--- config.mk ---
export PLATFORM = sky130hd
export DESIGN_NAME = sliding_median_filter
export DESIGN_NICKNAME = d
export VERILOG_FILES = /design/src/hdl/smf_pkg.sv /design/src/hdl/smf_sort_cell.sv /design/src/hdl/smf_sort_chain.sv /design/src/hdl/sliding_median_filter.sv
export SDC_FILE = /design/constraint.sdc
export NUM_CORES = 1
export LEC_CHECK = 0
export BUFFER_PORTS_ARGS = -buffer_cell sky130_fd_sc_hd__clkbuf_2
export CAP_MARGIN = 20
export CELL_PAD_IN_SITES_DETAIL_PLACEMENT = 2
export CELL_PAD_IN_SITES_GLOBAL_PLACEMENT = 2
export CORE_MARGIN = 1.5
export CORE_UTILIZATION = 35
export CTS_BUF_LIST = sky130_fd_sc_hd__clkbuf_4 sky130_fd_sc_hd__clkbuf_8
export DETAILED_ROUTE_END_ITERATION = 6
export PLACE_DENSITY = 0.66
export SYNTH_ARGS = -nofsm -noshare
export SYNTH_HDL_FRONTEND = slang
export SYNTH_HIERARCHICAL = 1
export SYNTH_SLANG_ARGS = --single-unit
--- constraint.sdc ---
create_clock -name clk -period 9 [get_ports clk]
set_input_delay 0 -clock clk [delete_from_list [all_inputs] [get_ports clk]]
set_output_delay 0 -clock clk [all_outputs]
set_load 0.01 [all_outputs]
--- src/hdl/smf_pkg.sv ---
// ----------------------------------------------------------------------------
// smf_pkg
// Shared types and constants of the sliding median filter.
// ----------------------------------------------------------------------------
package smf_pkg;

  localparam int MAX_RADIUS = 4;
  localparam int SAMPLE_W   = 16;
  localparam int RAD_W      = 3;
  localparam int HIST_DEPTH = 2 * MAX_RADIUS + 1;
  localparam int IDX_W      = $clog2(HIST_DEPTH);
  localparam int CNT_W      = $clog2(HIST_DEPTH + 1);
  // signed window offset, wide enough for 2*lim+1 and for negative offsets
  localparam int OFS_W      = CNT_W + 2;

  localparam logic [RAD_W-1:0] RADIUS_RST = RAD_W'(2);

  typedef logic signed [SAMPLE_W-1:0] smp_word_t;

  // link from one sort cell to its right-hand neighbor
  typedef struct packed {
    logic [SAMPLE_W-1:0] value;
    logic                valid;
    logic                gt;     // new value sorts before this cell
  } cell_link_t;

  typedef enum logic [1:0] {
    ST_IDLE,
    ST_SORT,
    ST_EMIT
  } smf_state_t;

endpackage

--- src/hdl/smf_sort_cell.sv ---
// ----------------------------------------------------------------------------
// smf_sort_cell
// One cell of the insertion sort row: holds one value, takes the new value
// or its left neighbor's value so that the row stays in ascending order.
// ----------------------------------------------------------------------------
module smf_sort_cell
  import smf_pkg::*;
(
  input  logic       clk,
  input  logic       rst_n,
  input  logic       clr,
  input  logic       ins,
  input  smp_word_t  din,
  input  cell_link_t left_link,
  output cell_link_t right_link
);

  logic [SAMPLE_W-1:0] val_r, val_nxt;
  logic                vld_r, vld_nxt;
  logic                own_gt;

  // clear acts as if every cell were empty
  assign own_gt = clr | ~vld_r | ($signed(val_r) > din);

  assign right_link.value = val_r;
  assign right_link.valid = vld_r & ~clr;
  assign right_link.gt    = own_gt;

  always_comb begin
    val_nxt = val_r;
    vld_nxt = vld_r & ~(ins & clr);
    if (ins) begin
      priority if (left_link.gt) begin
        val_nxt = left_link.value;
        vld_nxt = left_link.valid;
      end else if (own_gt) begin
        val_nxt = din;
        vld_nxt = 1'b1;
      end
    end
  end

  always_ff @(posedge clk) begin
    if (!rst_n) begin
      vld_r <= 1'b0;
    end else begin
      vld_r <= vld_nxt;
    end
  end

  always_ff @(posedge clk) begin
    val_r <= val_nxt;
  end

endmodule

--- src/hdl/smf_sort_chain.sv ---
// ----------------------------------------------------------------------------
// smf_sort_chain
// Row of sort cells; one value enters per cycle while ins is high, the row holds the window
// in ascending order after the last insert.
// ----------------------------------------------------------------------------
module smf_sort_chain
  import smf_pkg::*;
(
  input  logic      clk,
  input  logic      rst_n,
  input  logic      clr,
  input  logic      ins,
  input  smp_word_t din,
  output smp_word_t sorted [HIST_DEPTH]
);

  cell_link_t links [HIST_DEPTH+1];

  // left boundary: nothing ever sorts before it
  assign links[0] = '{value: '0, valid: 1'b0, gt: 1'b0};

  for (genvar i = 0; i < HIST_DEPTH; i++) begin : g_cell
    smf_sort_cell u_cell (
      .clk        (clk),
      .rst_n      (rst_n),
      .clr        (clr),
      .ins        (ins),
      .din        (din),
      .left_link  (links[i]),
      .right_link (links[i+1])
    );
    assign sorted[i] = smp_word_t'(links[i+1].value);
  end

endmodule

--- src/hdl/sliding_median_filter.sv ---
// ----------------------------------------------------------------------------
// sliding_median_filter
// Running median over framed samples with mirrored frame edges.
// ----------------------------------------------------------------------------
// channel | ports                                   | direction
// in      | in_valid, in_stall, in_sample_in, in_frame_end   | sample in
// out     | out_valid, out_stall, out_median_out, out_last_out | median out
// cfg     | cfg_valid, cfg_ready, cfg_radius        | radius write
//
// Each median inserts the 2*radius+1 window values into the sort cell row,
// one per cycle, and then loads the output register. Input is stalled while
// a median is being formed. A frame-end sample yields up to radius+1 medians
// back to back. Reset is synchronous, active low, and sets radius to 2. A
// stalled output holds the sequencer in its emit step; input is taken again
// once the median sits in the output register.
// ----------------------------------------------------------------------------
module sliding_median_filter
  import smf_pkg::*;
(
  input  logic             clk,
  input  logic             rst_n,
  input  logic             in_valid,
  output logic             in_stall,
  input  smp_word_t        in_sample_in,
  input  logic             in_frame_end,
  output logic             out_valid,
  input  logic             out_stall,
  output smp_word_t        out_median_out,
  output logic             out_last_out,
  input  logic             cfg_valid,
  output logic             cfg_ready,
  input  logic [RAD_W-1:0] cfg_radius
);

  smf_state_t       state_r, state_nxt;
  smp_word_t        hist_r [HIST_DEPTH];
  logic [CNT_W-1:0] seen_r, seen_nxt;
  logic [RAD_W-1:0] radius_r;
  logic [RAD_W-1:0] rad_r, rad_nxt;
  logic [CNT_W-1:0] lim_r, lim_nxt;
  logic [RAD_W-1:0] ctr_r, ctr_nxt;
  logic [CNT_W-1:0] cnt_r, cnt_nxt;
  logic             lastf_r, lastf_nxt;
  logic             out_valid_r, out_valid_nxt;
  smp_word_t        out_med_r;
  logic             out_last_r;

  logic             in_acc;
  logic             out_load;
  logic [RAD_W-1:0] rad_eff;
  logic [CNT_W-1:0] seen_inc;
  logic [CNT_W-1:0] lim_new;
  logic signed [OFS_W-1:0] ofs;
  logic signed [OFS_W-1:0] lim_s;
  logic signed [OFS_W-1:0] addr_s;
  logic [IDX_W-1:0] addr;
  logic             sort_clr;
  logic             sort_ins;
  smp_word_t        sort_din;
  smp_word_t        sorted [HIST_DEPTH];

  assign cfg_ready = 1'b1;

  always_ff @(posedge clk) begin
    if (!rst_n) begin
      radius_r <= RADIUS_RST;
    end else if (cfg_valid && cfg_ready) begin
      radius_r <= cfg_radius;
    end
  end

  // clamp radius into 1..MAX_RADIUS
  always_comb begin
    rad_eff = radius_r;
    if (radius_r == '0) begin
      rad_eff = RAD_W'(1);
    end else if (radius_r > RAD_W'(MAX_RADIUS)) begin
      rad_eff = RAD_W'(MAX_RADIUS);
    end
  end

  assign in_stall = (state_r != ST_IDLE);
  assign in_acc   = in_valid & ~in_stall;

  // history shift line, newest first
  always_ff @(posedge clk) begin
    if (in_acc) begin
      hist_r[0] <= in_sample_in;
      for (int i = 1; i < HIST_DEPTH; i++) begin
        hist_r[i] <= hist_r[i-1];
      end
    end
  end

  assign seen_inc = (seen_r < CNT_W'(HIST_DEPTH)) ? seen_r + CNT_W'(1) : seen_r;
  assign lim_new  = seen_inc - CNT_W'(1);

  // mirrored fetch address for the current window position
  assign ofs   = $signed(OFS_W'(ctr_r)) - $signed(OFS_W'(rad_r)) + $signed(OFS_W'(cnt_r));
  assign lim_s = $signed(OFS_W'(lim_r));
  always_comb begin
    addr_s = ofs;
    if (ofs < 0) begin
      addr_s = -ofs - OFS_W'(1);
      if (addr_s > lim_s) begin
        addr_s = lim_s;
      end
    end else if (ofs > lim_s) begin
      addr_s = (lim_s <<< 1) + OFS_W'(1) - ofs;
      if (addr_s < 0) begin
        addr_s = '0;
      end
    end
  end
  assign addr = addr_s[IDX_W-1:0];

  assign sort_din = hist_r[addr];
  assign sort_ins = (state_r == ST_SORT);
  assign sort_clr = (cnt_r == '0);

  smf_sort_chain u_chain (
    .clk    (clk),
    .rst_n  (rst_n),
    .clr    (sort_clr),
    .ins    (sort_ins),
    .din    (sort_din),
    .sorted (sorted)
  );

  assign out_load = (state_r == ST_EMIT) && (!out_valid_r || !out_stall);

  always_comb begin
    state_nxt = state_r;
    seen_nxt  = seen_r;
    rad_nxt   = rad_r;
    lim_nxt   = lim_r;
    ctr_nxt   = ctr_r;
    cnt_nxt   = cnt_r;
    lastf_nxt = lastf_r;
    unique case (state_r)
      ST_IDLE: begin
        if (in_acc) begin
          rad_nxt   = rad_eff;
          lim_nxt   = lim_new;
          cnt_nxt   = '0;
          lastf_nxt = in_frame_end;
          if (in_frame_end) begin
            seen_nxt  = '0;
            ctr_nxt   = (CNT_W'(rad_eff) < lim_new) ? rad_eff : lim_new[RAD_W-1:0];
            state_nxt = ST_SORT;
          end else begin
            seen_nxt = seen_inc;
            ctr_nxt  = rad_eff;
            if (lim_new >= CNT_W'(rad_eff)) begin
              state_nxt = ST_SORT;
            end
          end
        end
      end
      ST_SORT: begin
        cnt_nxt = cnt_r + CNT_W'(1);
        if (cnt_r == {rad_r, 1'b0}) begin
          state_nxt = ST_EMIT;
        end
      end
      ST_EMIT: begin
        if (out_load) begin
          cnt_nxt = '0;
          if (lastf_r && ctr_r != '0) begin
            ctr_nxt   = ctr_r - RAD_W'(1);
            state_nxt = ST_SORT;
          end else begin
            state_nxt = ST_IDLE;
          end
        end
      end
      default: state_nxt = ST_IDLE;
    endcase
  end

  always_comb begin
    out_valid_nxt = out_valid_r;
    if (out_load) begin
      out_valid_nxt = 1'b1;
    end else if (!out_stall) begin
      out_valid_nxt = 1'b0;
    end
  end

  always_ff @(posedge clk) begin
    if (!rst_n) begin
      state_r     <= ST_IDLE;
      seen_r      <= '0;
      rad_r       <= RADIUS_RST;
      lim_r       <= '0;
      ctr_r       <= '0;
      cnt_r       <= '0;
      lastf_r     <= 1'b0;
      out_valid_r <= 1'b0;
    end else begin
      state_r     <= state_nxt;
      seen_r      <= seen_nxt;
      rad_r       <= rad_nxt;
      lim_r       <= lim_nxt;
      ctr_r       <= ctr_nxt;
      cnt_r       <= cnt_nxt;
      lastf_r     <= lastf_nxt;
      out_valid_r <= out_valid_nxt;
    end
  end

  // hold the median until the transaction completes
  always_ff @(posedge clk) begin
    if (out_load) begin
      out_med_r  <= sorted[{1'b0, rad_r}];
      out_last_r <= lastf_r && (ctr_r == '0);
    end
  end

  assign out_valid      = out_valid_r;
  assign out_median_out = out_med_r;
  assign out_last_out   = out_last_r;

endmodule

==> load_flow_metrics.sql <==
INSERT INTO impl_metrics (metric_group, metric, value, unit) VALUES
('status', 'status', 'finished clean', ''),
('sta', 'timing.final.setup_violations', '0', ''),
('sta', 'final.min_clock_period', '8.39', 'ns'),
('setup_path', 'timing.critical_path.slowest_stage_cell', 'or4_2', ''),
('synthesis', 'synth-warning-count', '6', ''),
('grt', 'overflow', '0', ''),
('sta', 'final.period_utilization', '0.932', ''),
('setup_path', 'arrival_time_of_data_at_the_critical_path_endpoint', '8.74', 'ns'),
('grt', 'via_count_of_the_first_global_routing_pass', '14053', ''),
('grt', 'globalRouteTotalUtil', '0.188', ''),
('setup_path', 'critPathMaxStageDelay', '0.58', 'ns'),
('setup_path', 'cpLargestDelayFamily', 'compound AO/OA/AOI/OAI gates', ''),
('setup_path', 'worst-path-max-fanout', '34', ''),
('clocking', 'clock_tree.buffer_depth', '3', ''),
('sta', 'max_freq', '119', 'MHz'),
('hold_path', 'min-delay-path-class', 'primary input to register', ''),
('grt', 'grt_start_max_net_pins', '90', ''),
('setup_path', 'setup.worst_path.end_class', 'register', ''),
('floorplanning', 'io-pin-count', '45', ''),
('placement', 'globalplace.congestion', '0.814', ''),
('layout', 'area_delta_synth_final', '15.2', '%'),
('grt', 'grt_antenna_before_repair', '1', ''),
('clocking', 'tritoncts', 'done', ''),
('setup_path', 'rr_startpoint', 'rad_r[2]', ''),
('clocking', 'post_cts.repair.setup_buffers', '0', ''),
('setup_path', 'cp_data_required_time', '9.35', 'ns'),
('sta', 'rsz_0062_raised_after_global_routing', 'false', ''),
('routing', 'drtAntennaViolNets', '0', ''),
('synthesis', 'netlist_instances', '1620', ''),
('placement', 'placed_area', '19900', 'um2'),
('setup_path', 'worst_path_buf_inv', '7', ''),
('sta', 'max-slew-margin-rel', '0.470', ''),
('floorplanning', 'start_util', '0.355', ''),
('setup_path', 'reg2reg_setup_slack', '0.61', 'ns'),
('routing', 'detail_route.vias_per_cell', '5.14', ''),
('floorplanning', 'die_width', '234', 'um'),
('flow_run', 'maxCapViolations', '0', ''),
('placement', 'hpwlAfterDp', '37000', 'um'),
('floorplanning', 'die-height', '234', 'um'),
('routing', 'post-route-drc-count', '0', ''),
('clocking', 'cts-buffers-inserted', '60', ''),
('placement', 'buffer_ports.inserted', '43', ''),
('grt', 'global_route_wire_length_before_repair', '79800', 'um'),
('routing', 'detail_route.wirelength', '50300', 'um'),
('floorplanning', 'die_area', '54900', 'um2'),
('hold_path', 'whs_endpoint', 'hist_r[0][14]', ''),
('floorplanning', 'std_cell_rows', '84', ''),
('setup_path', 'path_class', 'register to register', ''),
('floorplanning', 'core_region_area', '52700', 'um2'),
('clocking', 'h-tree-depth', '2', ''),
('sta', 'worst_clock_skew', '0.0467', 'ns'),
('sta', 'setup_total_negative_slack', '0', 'ns'),
('layout', 'layout-drive-gt1-share', '0.174', ''),
('setup_path', 'worst_r2r_endpoint', 'u_chain/g_cell[2].u_cell/val_r[5]', ''),
('sta', 'slew_violations', '0', ''),
('placement', 'post_placement_setup_slack', '-0.0461', 'ns'),
('layout', 'postLayoutCellArea', '21600', 'um2'),
('sta', 'tightestPinTransition', '0.795', 'ns'),
('layout', 'num-nets-final', '1929', ''),
('synthesis', 'postSynthAreaPerCell', '11.6', 'um2'),
('setup_path', 'worst_r2r_path_depth', '32', ''),
('routing', 'post_drt_wl_per_cell', '20.3', 'um'),
('routing', 'dr_total_vias', '12746', ''),
('routing', 'drt_iter0_drc', '583', ''),
('hold_path', 'timing.hold.worst.start', 'in_sample_in[14]', ''),
('synthesis', 'syn_area', '18700', 'um2'),
('clocking', 'clock-sinks', '322', ''),
('hold_path', 'worst_hold_path.num_cells', '2', ''),
('sta', 'finalHoldViolations', '0', ''),
('clocking', 'clock_edge_transition_at_the_registers_on_the_reported_setup_and_hold_paths', '0.06', 'ns'),
('routing', 'drt_first_pass_iters', '4', ''),
('clocking', 'root_buffer', 'clkbuf_8', ''),
('setup_path', 'worst_setup_path_start_kind', 'register', ''),
('clocking', 'clkLatencyLatePin', '0.68', 'ns'),
('sta', 'timing.final.ws_setup', '0.610', 'ns');
==> registers in the layout (all words and copies together), names as in the netlist <==
| name | cells |
|---|---|
| cnt_r | 4 |
| ctr_r | 3 |
| hist_r | 144 |
| lastf_r | 1 |
| lim_r | 4 |
| out_last_out | 1 |
| out_median_out | 16 |
| out_valid | 1 |
| rad_r | 3 |
| radius_r | 3 |
| seen_r | 4 |
| state_r | 2 |
| u_chain/g_cell.u_cell/val_r | 128 |
| u_chain/g_cell.u_cell/vld_r | 8 |
==> metrics by stage <==
stage,hold WS (ns),util,cells
floorplan,0.0989,-,1637
global placement,0.176,0.377,2330
detailed placement,0.179,0.377,2330
CTS,0.00699,0.407,2478
global route,0.0377,0.409,2480
finish,0.0699,0.409,2480
==> cell type report <==
cell class	count	area [um2]
tap	688	861
sequential	322	9340
fill	5399	31100
timing repair buffer	111	845
clock buffer	87	1040
multi-input combinational	1058	8590
inverter	188	711
clock inverter	25	159
antenna	1	2.50
==> worst max path at each step <==
stage                        start  slack, ns                                 end  cells after the start
after global routing      rad_r[2]       0.02   u_chain/g_cell[2].u_cell/val_r[5]                     31
after global placement    ctr_r[0]       0.19   u_chain/g_cell[7].u_cell/val_r[7]                     28
final                     rad_r[2]       0.61   u_chain/g_cell[2].u_cell/val_r[5]                     32
after floorplan           rad_r[2]       0.42   u_chain/g_cell[1].u_cell/val_r[0]                     33
after CTS                 ctr_r[0]       0.19  u_chain/g_cell[7].u_cell/val_r[13]                     28
after detailed placement  ctr_r[0]      -0.05   u_chain/g_cell[7].u_cell/val_r[7]                     28
==> metal layers <==
metal | GRT usage | part of all wire
met3 | 0.0294 | 0.030
met1 | 0.254 | 0.48
met5 | 0 | 0
met2 | 0.312 | 0.47
met4 | 0.0531 | 0.021
==> worst reg2reg max path: cells and delay by family, from the launching register on <==
kind	cells	cell delay [ns]
XOR/XNOR	3	0.83
AND/OR/NAND/NOR	4	0.92
multiplexers	2	0.50
flip-flops	1	0.33
buffers and inverters	7	1.45
AO/OA/AOI/OAI	12	2.65
adder cells (fa/ha/maj)	4	1.40
==> repair_timing <==
action | 4_1_cts | 5_1_grt
hold buffers | 36 | 0
endpoints found under the hold margin | 46 | 0
endpoints found under the setup margin | 16 | 108
resized for setup | 1 | 13
==> cell usage in the layout, fill, tap and decap left out, drive strengths merged, types with 7 or more instances in the layout <==
| master | count |
|---|---|
| edfxtp | 289 |
| nand2 | 239 |
| inv | 189 |
| o21ai | 166 |
| ha | 161 |
| clkbuf | 130 |
| mux2i | 68 |
| a21oi | 55 |
| mux2 | 42 |
| dlygate4sd3 | 36 |
| dfxtp | 33 |
| mux4 | 32 |
| buf | 32 |
| nor2 | 27 |
| a31oi | 26 |
| clkinv | 23 |
| a21o | 21 |
| conb | 19 |
| nor2b | 19 |
| nand4 | 19 |
| o221ai | 16 |
| a211oi | 10 |
| a21boi | 10 |
| o31ai | 9 |
| xor2 | 9 |
| and2 | 8 |
| nand3 | 8 |
| o21a | 8 |
| nor4 | 8 |
| nand2b | 7 |
Power is not shown: default switching activity piles up to over one toggle a cycle in this logic, so the estimate is an artifact.
